===== config.mk =====
export PLATFORM = sky130hd
export DESIGN_NAME = sha256_stream_hasher
export DESIGN_NICKNAME = d
export VERILOG_FILES = /design/src/hw/rtl/sha_pkg.sv /design/src/hw/rtl/sha_front.sv /design/src/hw/rtl/sha_back.sv /design/src/hw/rtl/sha256_stream_hasher.sv
export SDC_FILE = /design/constraint.sdc
export NUM_CORES = 2
export LEC_CHECK = 0
export BUFFER_PORTS_ARGS = -buffer_cell sky130_fd_sc_hd__buf_4
export CORE_UTILIZATION = 35
export CTS_BUF_LIST = sky130_fd_sc_hd__clkbuf_16
export DETAILED_ROUTE_END_ITERATION = 6
export GPL_TIMING_DRIVEN = 0
export PLACE_DENSITY = 0.58
export SETUP_SLACK_MARGIN = 0.02
export SLEW_MARGIN = 20
export SYNTH_ARGS = -nofsm -noshare
export SYNTH_HDL_FRONTEND = slang
export SYNTH_SLANG_ARGS = --single-unit

===== constraint.sdc =====
create_clock -name clk -period 46.5 [get_ports clk]
set_input_delay 2.325 -clock clk [delete_from_list [all_inputs] [get_ports clk]]
set_output_delay 2.325 -clock clk [all_outputs]
set_load 0.05 [all_outputs]

===== src/hw/rtl/sha_pkg.sv =====
`timescale 1ns / 1ps
// ----------------------------------------------------------------------------
// sha_pkg: shared types and constants
// Round constants, initial hash values and the block type passed between the
// block assembler and the compression engine.
// ----------------------------------------------------------------------------
package sha_pkg;

	localparam int BLOCK_WORDS = 16;
	localparam int HASH_WORDS  = 8;
	localparam logic [7:0] PAD_BYTE = 8'h80;

	localparam logic [31:0] START_HASH [HASH_WORDS] = '{
		32'h6A09E667, 32'hBB67AE85, 32'h3C6EF372, 32'hA54FF53A,
		32'h510E527F, 32'h9B05688C, 32'h1F83D9AB, 32'h5BE0CD19
	};

	localparam logic [31:0] ROUND_K [64] = '{
		32'h428A2F98, 32'h71374491, 32'hB5C0FBCF, 32'hE9B5DBA5,
		32'h3956C25B, 32'h59F111F1, 32'h923F82A4, 32'hAB1C5ED5,
		32'hD807AA98, 32'h12835B01, 32'h243185BE, 32'h550C7DC3,
		32'h72BE5D74, 32'h80DEB1FE, 32'h9BDC06A7, 32'hC19BF174,
		32'hE49B69C1, 32'hEFBE4786, 32'h0FC19DC6, 32'h240CA1CC,
		32'h2DE92C6F, 32'h4A7484AA, 32'h5CB0A9DC, 32'h76F988DA,
		32'h983E5152, 32'hA831C66D, 32'hB00327C8, 32'hBF597FC7,
		32'hC6E00BF3, 32'hD5A79147, 32'h06CA6351, 32'h14292967,
		32'h27B70A85, 32'h2E1B2138, 32'h4D2C6DFC, 32'h53380D13,
		32'h650A7354, 32'h766A0ABB, 32'h81C2C92E, 32'h92722C85,
		32'hA2BFE8A1, 32'hA81A664B, 32'hC24B8B70, 32'hC76C51A3,
		32'hD192E819, 32'hD6990624, 32'hF40E3585, 32'h106AA070,
		32'h19A4C116, 32'h1E376C08, 32'h2748774C, 32'h34B0BCB5,
		32'h391C0CB3, 32'h4ED8AA4A, 32'h5B9CCA4F, 32'h682E6FF3,
		32'h748F82EE, 32'h78A5636F, 32'h84C87814, 32'h8CC70208,
		32'h90BEFFFA, 32'hA4506CEB, 32'hBEF9A3F7, 32'hC67178F2
	};

	// one assembled block plus whether it closes the message
	typedef struct packed {
		logic [BLOCK_WORDS*32-1:0] data;
		logic                      final_blk;
	} blk_t;

	function automatic logic [31:0] rotr(input logic [31:0] v, input int n);
		rotr = (v >> n) | (v << (32 - n));
	endfunction

endpackage


===== src/hw/rtl/sha_front.sv =====
`timescale 1ns / 1ps
// ----------------------------------------------------------------------------
// sha_front: byte intake and block assembly
// Packs bytes into 64-byte blocks, appends padding and length at message
// end and hands complete blocks on through a valid/ready pair.
// ----------------------------------------------------------------------------
module sha_front (
	input  logic            clk,
	input  logic            arst_n,
	input  logic [7:0]      data_byte,
	input  logic            byte_present,
	input  logic            message_end,
	input  logic            push,
	output logic            full,
	output logic            blk_valid,
	input  logic            blk_ready,
	output sha_pkg::blk_t   blk
);

	localparam logic [1:0] ST_BYTES = 2'd0;
	localparam logic [1:0] ST_PAD   = 2'd1;
	localparam logic [1:0] ST_EMIT  = 2'd2;

	logic [1:0]   state_q;
	logic [5:0]   fill_q;
	logic [63:0]  total_q;
	logic [511:0] buf_q;
	logic         fin_q;       // buffer holds the length block
	logic         end_pend_q;  // message end still to pad

	logic [8:0]   idx;
	logic         take;

	assign full = (state_q != ST_BYTES);
	assign take = push && !full;
	assign blk_valid = (state_q == ST_EMIT);
	assign blk.data = buf_q;
	assign blk.final_blk = fin_q;

	always_comb begin
		idx = {3'd0, 6'd63 - fill_q} << 3;
	end

	always_ff @(posedge clk or negedge arst_n) begin
		if (!arst_n) begin
			state_q    <= ST_BYTES;
			fill_q     <= '0;
			total_q    <= '0;
			fin_q      <= 1'b0;
			end_pend_q <= 1'b0;
		end else begin
			unique case (state_q)
				ST_BYTES: begin
					if (take) begin
						if (byte_present) begin
							buf_q[idx +: 8] <= data_byte;
							total_q <= total_q + 64'd1;
							fill_q  <= fill_q + 6'd1;
						end
						if (byte_present && fill_q == 6'd63) begin
							fin_q      <= 1'b0;
							end_pend_q <= message_end;
							state_q    <= ST_EMIT;
						end else if (message_end) begin
							state_q <= ST_PAD;
						end
					end
				end
				ST_PAD: begin
					// place 0x80 then zeros; length goes in when it fits
					buf_q[idx +: 8] <= sha_pkg::PAD_BYTE;
					for (int i = 0; i < 64; i++) begin
						if (i > int'(fill_q) && (i < 56 || fill_q > 6'd55)) begin
							buf_q[(63 - i) * 8 +: 8] <= 8'd0;
						end
					end
					if (fill_q <= 6'd55) begin
						buf_q[63:0] <= {total_q[60:0], 3'b000};
						fin_q <= 1'b1;
					end else begin
						fin_q <= 1'b0;
					end
					end_pend_q <= 1'b0;
					state_q    <= ST_EMIT;
				end
				ST_EMIT: begin
					if (blk_ready) begin
						if (fin_q) begin
							fill_q  <= '0;
							total_q <= '0;
							state_q <= ST_BYTES;
						end else if (end_pend_q) begin
							fill_q  <= '0;
							state_q <= ST_PAD;
						end else if (fill_q != 6'd0) begin
							// overflow block after padding: zeros plus length
							buf_q   <= {448'd0, total_q[60:0], 3'b000};
							fin_q   <= 1'b1;
						end else begin
							state_q <= ST_BYTES;
						end
					end
				end
				default: state_q <= ST_BYTES;
			endcase
		end
	end

	property p_emit_full;
		@(posedge clk) disable iff (!arst_n) blk_valid |-> full;
	endproperty
	assert property (p_emit_full) else $error("block offered while intake open");

	property p_pad_to_emit;
		@(posedge clk) disable iff (!arst_n) (state_q == ST_PAD) |=> (state_q == ST_EMIT);
	endproperty
	assert property (p_pad_to_emit) else $error("padding did not produce a block");

	property p_hold;
		@(posedge clk) disable iff (!arst_n)
			(blk_valid && !blk_ready) |=> (blk_valid && $stable(buf_q));
	endproperty
	assert property (p_hold) else $error("block changed while stalled");

endmodule


===== src/hw/rtl/sha_back.sv =====
`timescale 1ns / 1ps
// ----------------------------------------------------------------------------
// sha_back: compression engine and digest output
// Runs 64 rounds, one per cycle, over each block with a rolling 16-word
// schedule, folds into the hash and streams the digest out one word a pop.
// ----------------------------------------------------------------------------
module sha_back (
	input  logic            clk,
	input  logic            arst_n,
	input  logic            blk_valid,
	output logic            blk_ready,
	input  sha_pkg::blk_t   blk,
	output logic            empty,
	input  logic            pop,
	output logic [31:0]     digest_word,
	output logic [2:0]      word_index,
	output logic            last_word
);

	localparam logic [1:0] ST_IDLE  = 2'd0;
	localparam logic [1:0] ST_ROUND = 2'd1;
	localparam logic [1:0] ST_FOLD  = 2'd2;
	localparam logic [1:0] ST_OUT   = 2'd3;

	logic [1:0]  state_q;
	logic [5:0]  rnd_q;
	logic [2:0]  out_q;
	logic        fin_q;
	logic [31:0] h_q [8];
	logic [31:0] v_q [8];
	logic [31:0] w_q [16];

	logic [31:0] s0, s1, w_new, t1, t2, ch, mj;

	assign blk_ready   = (state_q == ST_IDLE);
	assign empty       = (state_q != ST_OUT);
	assign digest_word = h_q[out_q];
	assign word_index  = out_q;
	assign last_word   = (out_q == 3'd7);

	always_comb begin
		s0 = sha_pkg::rotr(w_q[1], 7) ^ sha_pkg::rotr(w_q[1], 18) ^ (w_q[1] >> 3);
		s1 = sha_pkg::rotr(w_q[14], 17) ^ sha_pkg::rotr(w_q[14], 19) ^ (w_q[14] >> 10);
		w_new = s1 + w_q[9] + s0 + w_q[0];
		ch = (v_q[4] & v_q[5]) ^ (~v_q[4] & v_q[6]);
		mj = (v_q[0] & v_q[1]) ^ (v_q[0] & v_q[2]) ^ (v_q[1] & v_q[2]);
		t1 = v_q[7] + (sha_pkg::rotr(v_q[4], 6) ^ sha_pkg::rotr(v_q[4], 11)
			^ sha_pkg::rotr(v_q[4], 25)) + ch + sha_pkg::ROUND_K[rnd_q] + w_q[0];
		t2 = (sha_pkg::rotr(v_q[0], 2) ^ sha_pkg::rotr(v_q[0], 13)
			^ sha_pkg::rotr(v_q[0], 22)) + mj;
	end

	always_ff @(posedge clk or negedge arst_n) begin
		if (!arst_n) begin
			state_q <= ST_IDLE;
			rnd_q   <= '0;
			out_q   <= '0;
			fin_q   <= 1'b0;
			for (int i = 0; i < 8; i++) begin
				h_q[i] <= sha_pkg::START_HASH[i];
			end
		end else begin
			unique case (state_q)
				ST_IDLE: begin
					if (blk_valid) begin
						for (int i = 0; i < 16; i++) begin
							w_q[i] <= blk.data[(15 - i) * 32 +: 32];
						end
						for (int i = 0; i < 8; i++) begin
							v_q[i] <= h_q[i];
						end
						fin_q   <= blk.final_blk;
						rnd_q   <= '0;
						state_q <= ST_ROUND;
					end
				end
				ST_ROUND: begin
					for (int i = 0; i < 15; i++) begin
						w_q[i] <= w_q[i + 1];
					end
					w_q[15] <= w_new;
					v_q[7] <= v_q[6];
					v_q[6] <= v_q[5];
					v_q[5] <= v_q[4];
					v_q[4] <= v_q[3] + t1;
					v_q[3] <= v_q[2];
					v_q[2] <= v_q[1];
					v_q[1] <= v_q[0];
					v_q[0] <= t1 + t2;
					rnd_q  <= rnd_q + 6'd1;
					if (rnd_q == 6'd63) begin
						state_q <= ST_FOLD;
					end
				end
				ST_FOLD: begin
					for (int i = 0; i < 8; i++) begin
						h_q[i] <= h_q[i] + v_q[i];
					end
					out_q   <= '0;
					state_q <= fin_q ? ST_OUT : ST_IDLE;
				end
				ST_OUT: begin
					if (pop) begin
						out_q <= out_q + 3'd1;
						if (out_q == 3'd7) begin
							for (int i = 0; i < 8; i++) begin
								h_q[i] <= sha_pkg::START_HASH[i];
							end
							state_q <= ST_IDLE;
						end
					end
				end
				default: state_q <= ST_IDLE;
			endcase
		end
	end

	property p_round_count;
		@(posedge clk) disable iff (!arst_n)
			(state_q == ST_ROUND && rnd_q != 6'd63) |=> (state_q == ST_ROUND);
	endproperty
	assert property (p_round_count) else $error("round sequence cut short");

	property p_last_pop;
		@(posedge clk) disable iff (!arst_n)
			(!empty && pop && last_word) |=> (state_q == ST_IDLE);
	endproperty
	assert property (p_last_pop) else $error("digest output did not finish");

	property p_take_only_idle;
		@(posedge clk) disable iff (!arst_n)
			(blk_valid && blk_ready) |=> (state_q == ST_ROUND && rnd_q == 6'd0);
	endproperty
	assert property (p_take_only_idle) else $error("block taken without starting rounds");

endmodule


===== src/hw/rtl/sha256_stream_hasher.sv =====
`timescale 1ns / 1ps
// ----------------------------------------------------------------------------
// sha256_stream_hasher: SHA-256 over a byte stream
// Words pushed are taken back to back while a block fills. A full block goes to
// the compression engine, whose single round unit runs the 64 rounds and then
// a fold step while the next block fills behind it. Intake holds (full high)
// from the 64th byte until the engine takes the block. A message end adds a
// padding step, one or two blocks of compression and eight digest words
// popped in order, index 0 first; the engine takes no new block until the
// last digest word has been popped.
// ----------------------------------------------------------------------------
module sha256_stream_hasher (
	input  logic        clk,
	input  logic        arst_n,
	input  logic [7:0]  data_byte,
	input  logic        byte_present,
	input  logic        message_end,
	input  logic        push,
	output logic        full,
	output logic [31:0] digest_word,
	output logic [2:0]  word_index,
	output logic        last_word,
	output logic        empty,
	input  logic        pop
);

	logic          blk_valid;
	logic          blk_ready;
	sha_pkg::blk_t blk;

	sha_front u_front (
		.clk, .arst_n, .data_byte, .byte_present, .message_end, .push, .full,
		.blk_valid, .blk_ready, .blk
	);

	sha_back u_back (
		.clk, .arst_n, .blk_valid, .blk_ready, .blk, .empty, .pop,
		.digest_word, .word_index, .last_word
	);

endmodule


== After elaboration in Yosys (flattened, before gate mapping) ==
Memory sizes are Yosys's and may differ from the RTL's.
Cells that the tools add are included.
W data, S select, Z words.

* Add/subtract/negate cells: 24
* $lt $le $gt $ge: 67
* Equal/unequal tests: 24
* Shift-type cells: 3
* Muxes and demuxes: 150
* Bitwise logic cells: 53
* Reductions and logical operators: 33

{| class="wikitable"
|+ Operators with widths
! operator !! count
|-
| $mux W512 || 6
|-
| $pmux W512 S3 || 1
|-
| $bwmux W512 || 2
|-
| $mux W32 || 28
|-
| $add A32 B32 Y32 || 18
|-
| $mux W256 || 2
|-
| $pmux W256 S2 || 1
|-
| $shift A8 B11 Y512 const A || 1
|-
| $shiftx A8 B11 Y512 || 1
|-
| $shiftx A8 B11 Y512 const A || 1
|-
| $mux W8 || 63
|-
| $mux W64 || 5
|-
| $xor A32 B32 Y32 || 9
|-
| $gt A6 B6 Y1 const A || 32
|-
| $and A32 B32 Y32 || 5
|-
| $pmux W64 S2 || 1
|-
| $bmux W32 S3 || 1
|-
| $gt A5 B6 Y1 const A || 16
|-
| $add A64 B1 Y64 const B || 1
|-
| $gt A4 B6 Y1 const A || 8
|-
| $mux W6 || 6
|-
| $not A32 Y32 || 1
|-
| $or A10 B32 Y32 || 1
|-
| $or A13 B32 Y32 || 1
|-
| other kinds (53) || 143
|}

* Bits in registers: 854
* RAM bits: 768
* ROM bits: 2048
* Input port bits: 14
* Output and inout port bits: 38
* Word-level logic and storage cells: 375
* Memories: 3

{| class="wikitable"
|+ Memories
! memory !! depth !! bits a word !! read ports !! clocked after memory_dff !! write ports !! RTL line !! source
|-
| (name not given) || 64 || 32 || 1 || 0 || 0 || sha_back.sv:48 || <nowiki>^ sha_pkg::rotr(v_q[4], 25)) + ch + sha_pkg::ROUND_K[rnd_q] + w_q[0];</nowiki>
|-
| u_back.w_q || 16 || 32 || 16 || 0 || 16 || sha_back.sv:31 || <nowiki>logic [31:0] w_q [16];</nowiki>
|-
| u_back.v_q || 8 || 32 || 8 || 0 || 8 || sha_back.sv:30 || <nowiki>logic [31:0] v_q [8];</nowiki>
|}

== Longest topological paths before layout ==
An unclocked memory read counts as a cell.

* Word-level depth: 10
* Gate-level depth with buffers: 42
* Depth with buffers taken out: 40

== Modules after synthesis ==
A second synthesis with hierarchy kept.

* Cells, all modules: 9664
* Area total of the unflattened synthesis: 101125.7 um^2

{| class="wikitable"
|+ By module, submodules not included
! module !! instances !! cells an instance !! area an instance (um^2) !! seq. area each (um^2)
|-
| sha_back || 1 || 6845 || 71592.4 || 29938.7
|-
| sha_front || 1 || 2819 || 29533.3 || 17151.4
|}

== Least setup slack after synthesis ==
Ideal clock, no wire load.

* Kind: input -> register
* Start point: input port arst_n
* End point: memory u_back.v_q[0][0], enable pin
* Library setup time: 1.925 ns
* Data arrival time: 33.960 ns
* Data required time: 44.575 ns
* Setup slack: 10.615 ns
* Cell stages on the path: 2
* Buffers on the path: 0
* Cell sequence: inv_1 -> nor2_1

{| class="wikitable"
|+ RTL lines
! what !! RTL line !! source
|-
| from (decl) || sha256_stream_hasher.sv:14 || <nowiki>input logic arst_n,</nowiki>
|-
| to (decl) || sha_back.sv:30 ||
|}

==> results.cfg <==
[run_status]
status = complete, no violations

[sta]
rsz0062_at_grt = false
fin_skew_ns = 0.0944
min_period_ns = 12.72
clock.fmax_ghz = 0.0786
relSlewSlack = 0.134
post-route-period-util = 0.273
tightest_slew_ns = 1.29
finalHoldViolCount = 0
finalSetupViolations = 0
final.setup.tns_ns = 0
slew_viol_final = 0

[worst_setup_path]
slowest_delay_ns = 0.79
slowest_stage = clkinv_1
criticalPathCategory = register to register
critPathArrivalTime_ns = 13.27
required_ns = 47.06
crit_top_cell = o21ai_0
endpoint_kind = register
critPathLaunchType = register
crit_fanout = 14
rr_worst_depth = 39

[floorplan]
die_width_microns = 534
die_y_microns = 534
rows = 194
die_area_sq_um = 285000
ios = 52
core-area_sq_um = 280000
start_util = 0.353

[clock_network]
htree_num_levels = 4
clock_path_buffers = 4
tritoncts = built
cts_buffers = 190
cts_hold_repair.buffers = 0
root_buffer = clkbuf_16
cts_setup_buffers = 0
clkTransAtPathRegs_ns = 0.06
clk_latency_ns = 0.92
cts_resized = 0
clock_sinks = 1619

[drt]
detail_route.wirelength_microns = 421000
num_vias = 78600
drc = 0
drt-pass1-iter-count = 7
wl_per_cell_microns = 31.6
drtAntennaViolNets = 0
vias_per_cell = 5.89
drt_iter0_markers = 9459

[placed_design]
place_hpwl_microns = 330000
port_buffers = 44
place_congestion = 1.04

[layout]
nFillCells = 26900
layout-drive-gt1-share = 0.148
syn2layout_area_growth_pct = 12.9
ff_latch_area_sq_um = 47100
final_nets = 10100
multi_input_area_sq_um = 48700

[global_routing]
grt_max_degree = 75
grt_pass1_vias = 77000
antenna_found_initial = 26
gr-total-overflow = 0
grt_pass1_wl_microns = 584000
grt_usage = 0.289

[hold_path]
holdPathStages = 1
hold_path.class = register to register

[synth]
yosys_warnings = 0
syn_area_per_cell_sq_um = 10.8
syn_area_sq_um = 99100
synth_edf_count = 1280
syn_nets = 9758
async_flop_share = 0.209
ys_seq_elements = 1619
synthCells = 9148
synth_ff_type = edfxtp_1
yosysSeqAreaShare = 0.475
synth_cell_types = 91

[flow_run]
drv_cap = 0
worst paths after layout:
check	startpoint	end	slack, ns
max in group asynchronous	arst_n	u_back.h_q[60]	43.36
min in group asynchronous	arst_n	u_back.h_q[193]	1.43
min reg2reg	u_back.w_q[2][78]	u_back.w_q[2][46]	0.51
min	u_back.w_q[2][78]	u_back.w_q[2][46]	0.51
max	u_back.rnd_q[1]	u_back.v_q[1][31]	33.78
max reg2reg	u_back.rnd_q[1]	u_back.v_q[1][31]	33.78
cell usage in the layout (no fill, tap or decap), types with 37 or more instances in the layout:
master     count
o211ai_1      40
o21a_1        87
a211oi_1      58
a222oi_1      38
clkbuf_16    193
nand2_1      954
a31oi_1       50
o21ai_0      813
a21o_1       172
clkbuf_2      71
nand2b_1      64
xor2_1       223
edfxtp_1    1280
dfrtp_1      203
buf_4         48
nor3_1       106
o21bai_1      58
clkinv_1      37
fa_1         195
inv_1        480
dfstp_2      136
a32o_1        38
mux4_2        71
nor2_1       510
nand3_1      373
xnor2_1      396
a22o_1       111
a21oi_1      572
and3_1        51
mux2_2       680
clkbuf_1     363
ha_1         401
nor2b_1       43
per-layer routing:
layer,track usage,vias up,share of wire
li1,-,34100,-
met1,0.357,39400,0.39
met2,0.465,4002,0.46
met3,0.0508,967,0.080
met4,0.188,12,0.075
met5,0,-,0.00017
Yosys cell counts, drive strengths merged, types with 12 or more instances:
cell | number | area (sq um)
dfstp | 136 | 3570
a22o | 111 | 972
maj3 | 21 | 210
edfxtp | 1280 | 38400
fa | 195 | 3900
a22oi | 22 | 165
nand2b | 64 | 400
a31oi | 50 | 313
and3 | 51 | 319
a222oi | 38 | 380
a21o | 174 | 1310
buf | 44 | 175
a21boi | 39 | 293
a21oi | 575 | 2880
nor3 | 110 | 551
o21a | 88 | 668
o311ai | 16 | 140
mux2 | 680 | 7660
nor4 | 18 | 119
nand2 | 954 | 3580
nor2 | 516 | 1940
dfrtp | 203 | 5080
a32o | 38 | 380
mux2i | 12 | 120
ha | 401 | 5020
o211ai | 41 | 313
o22ai | 18 | 113
mux4 | 71 | 1600
nand4 | 27 | 169
xor2 | 223 | 1950
and2 | 28 | 175
o21bai | 58 | 435
or3 | 36 | 225
nor2b | 44 | 275
inv | 433 | 1630
xnor2 | 397 | 3480
nand3 | 373 | 1870
clkbuf | 434 | 1630
nor3b | 12 | 90.1
a211oi | 58 | 435
o22a | 15 | 131
or2 | 21 | 131
a211o | 21 | 184
o31ai | 36 | 275
o21ai | 824 | 4120
cell type report:
class                   instances  area share
multi-input cells            6612       0.435
flip-flops and latches       1619       0.421
clock buffers                 193      0.0432
well taps                    3724      0.0417
plain buffers                 479      0.0170
repair buffers                116      0.0168
inverters                     438      0.0147
clock inverters               147      0.0102
diodes                         15    0.000336
through the flow:
step	setup slack [ns]	hold slack (ns)	utilization	area, sq um	instances
6_report	33.78	0.514	0.399	112000	13300
5_1_grt	33.54	0.520	0.399	112000	13300
4_1_cts	34.11	0.516	0.399	112000	13300
3_5_place_dp	34.17	0.513	0.377	106000	13000
3_3_place_gp	-13.55	0.507	0.371	104000	12900
2_1_floorplan	10.61	0.477	-	99100	9148
cells by family (layout without fill, tap and decap cells):
family                     count (synthesis)  in the layout  share of synthesized area
AOI/OAI and AO/OA                       2326           2326                      0.146
buffers and inverters                    917           1373                     0.0349
and+or+nand+nor                         2286           2286                      0.102
other                                      0             15                          0
muxes                                    763            763                     0.0946
DFF                                     1619           1619                      0.475
adders and majority gates                617            617                     0.0921
xor gates and xnor gates                 620            620                     0.0548
critical path, delay by kind of cell, from the launching register on:
kind	cells	cell delay, ns
compound gates	19	5.08
xor+xnor	3	0.69
fa+ha+maj	6	2.95
buf+inv	5	2.15
flops	1	0.65
simple gates	6	0.93
Power is left out: the tool's default activity adds up to more than one toggle a clock period on the data nets, which glitch-free logic cannot reach.
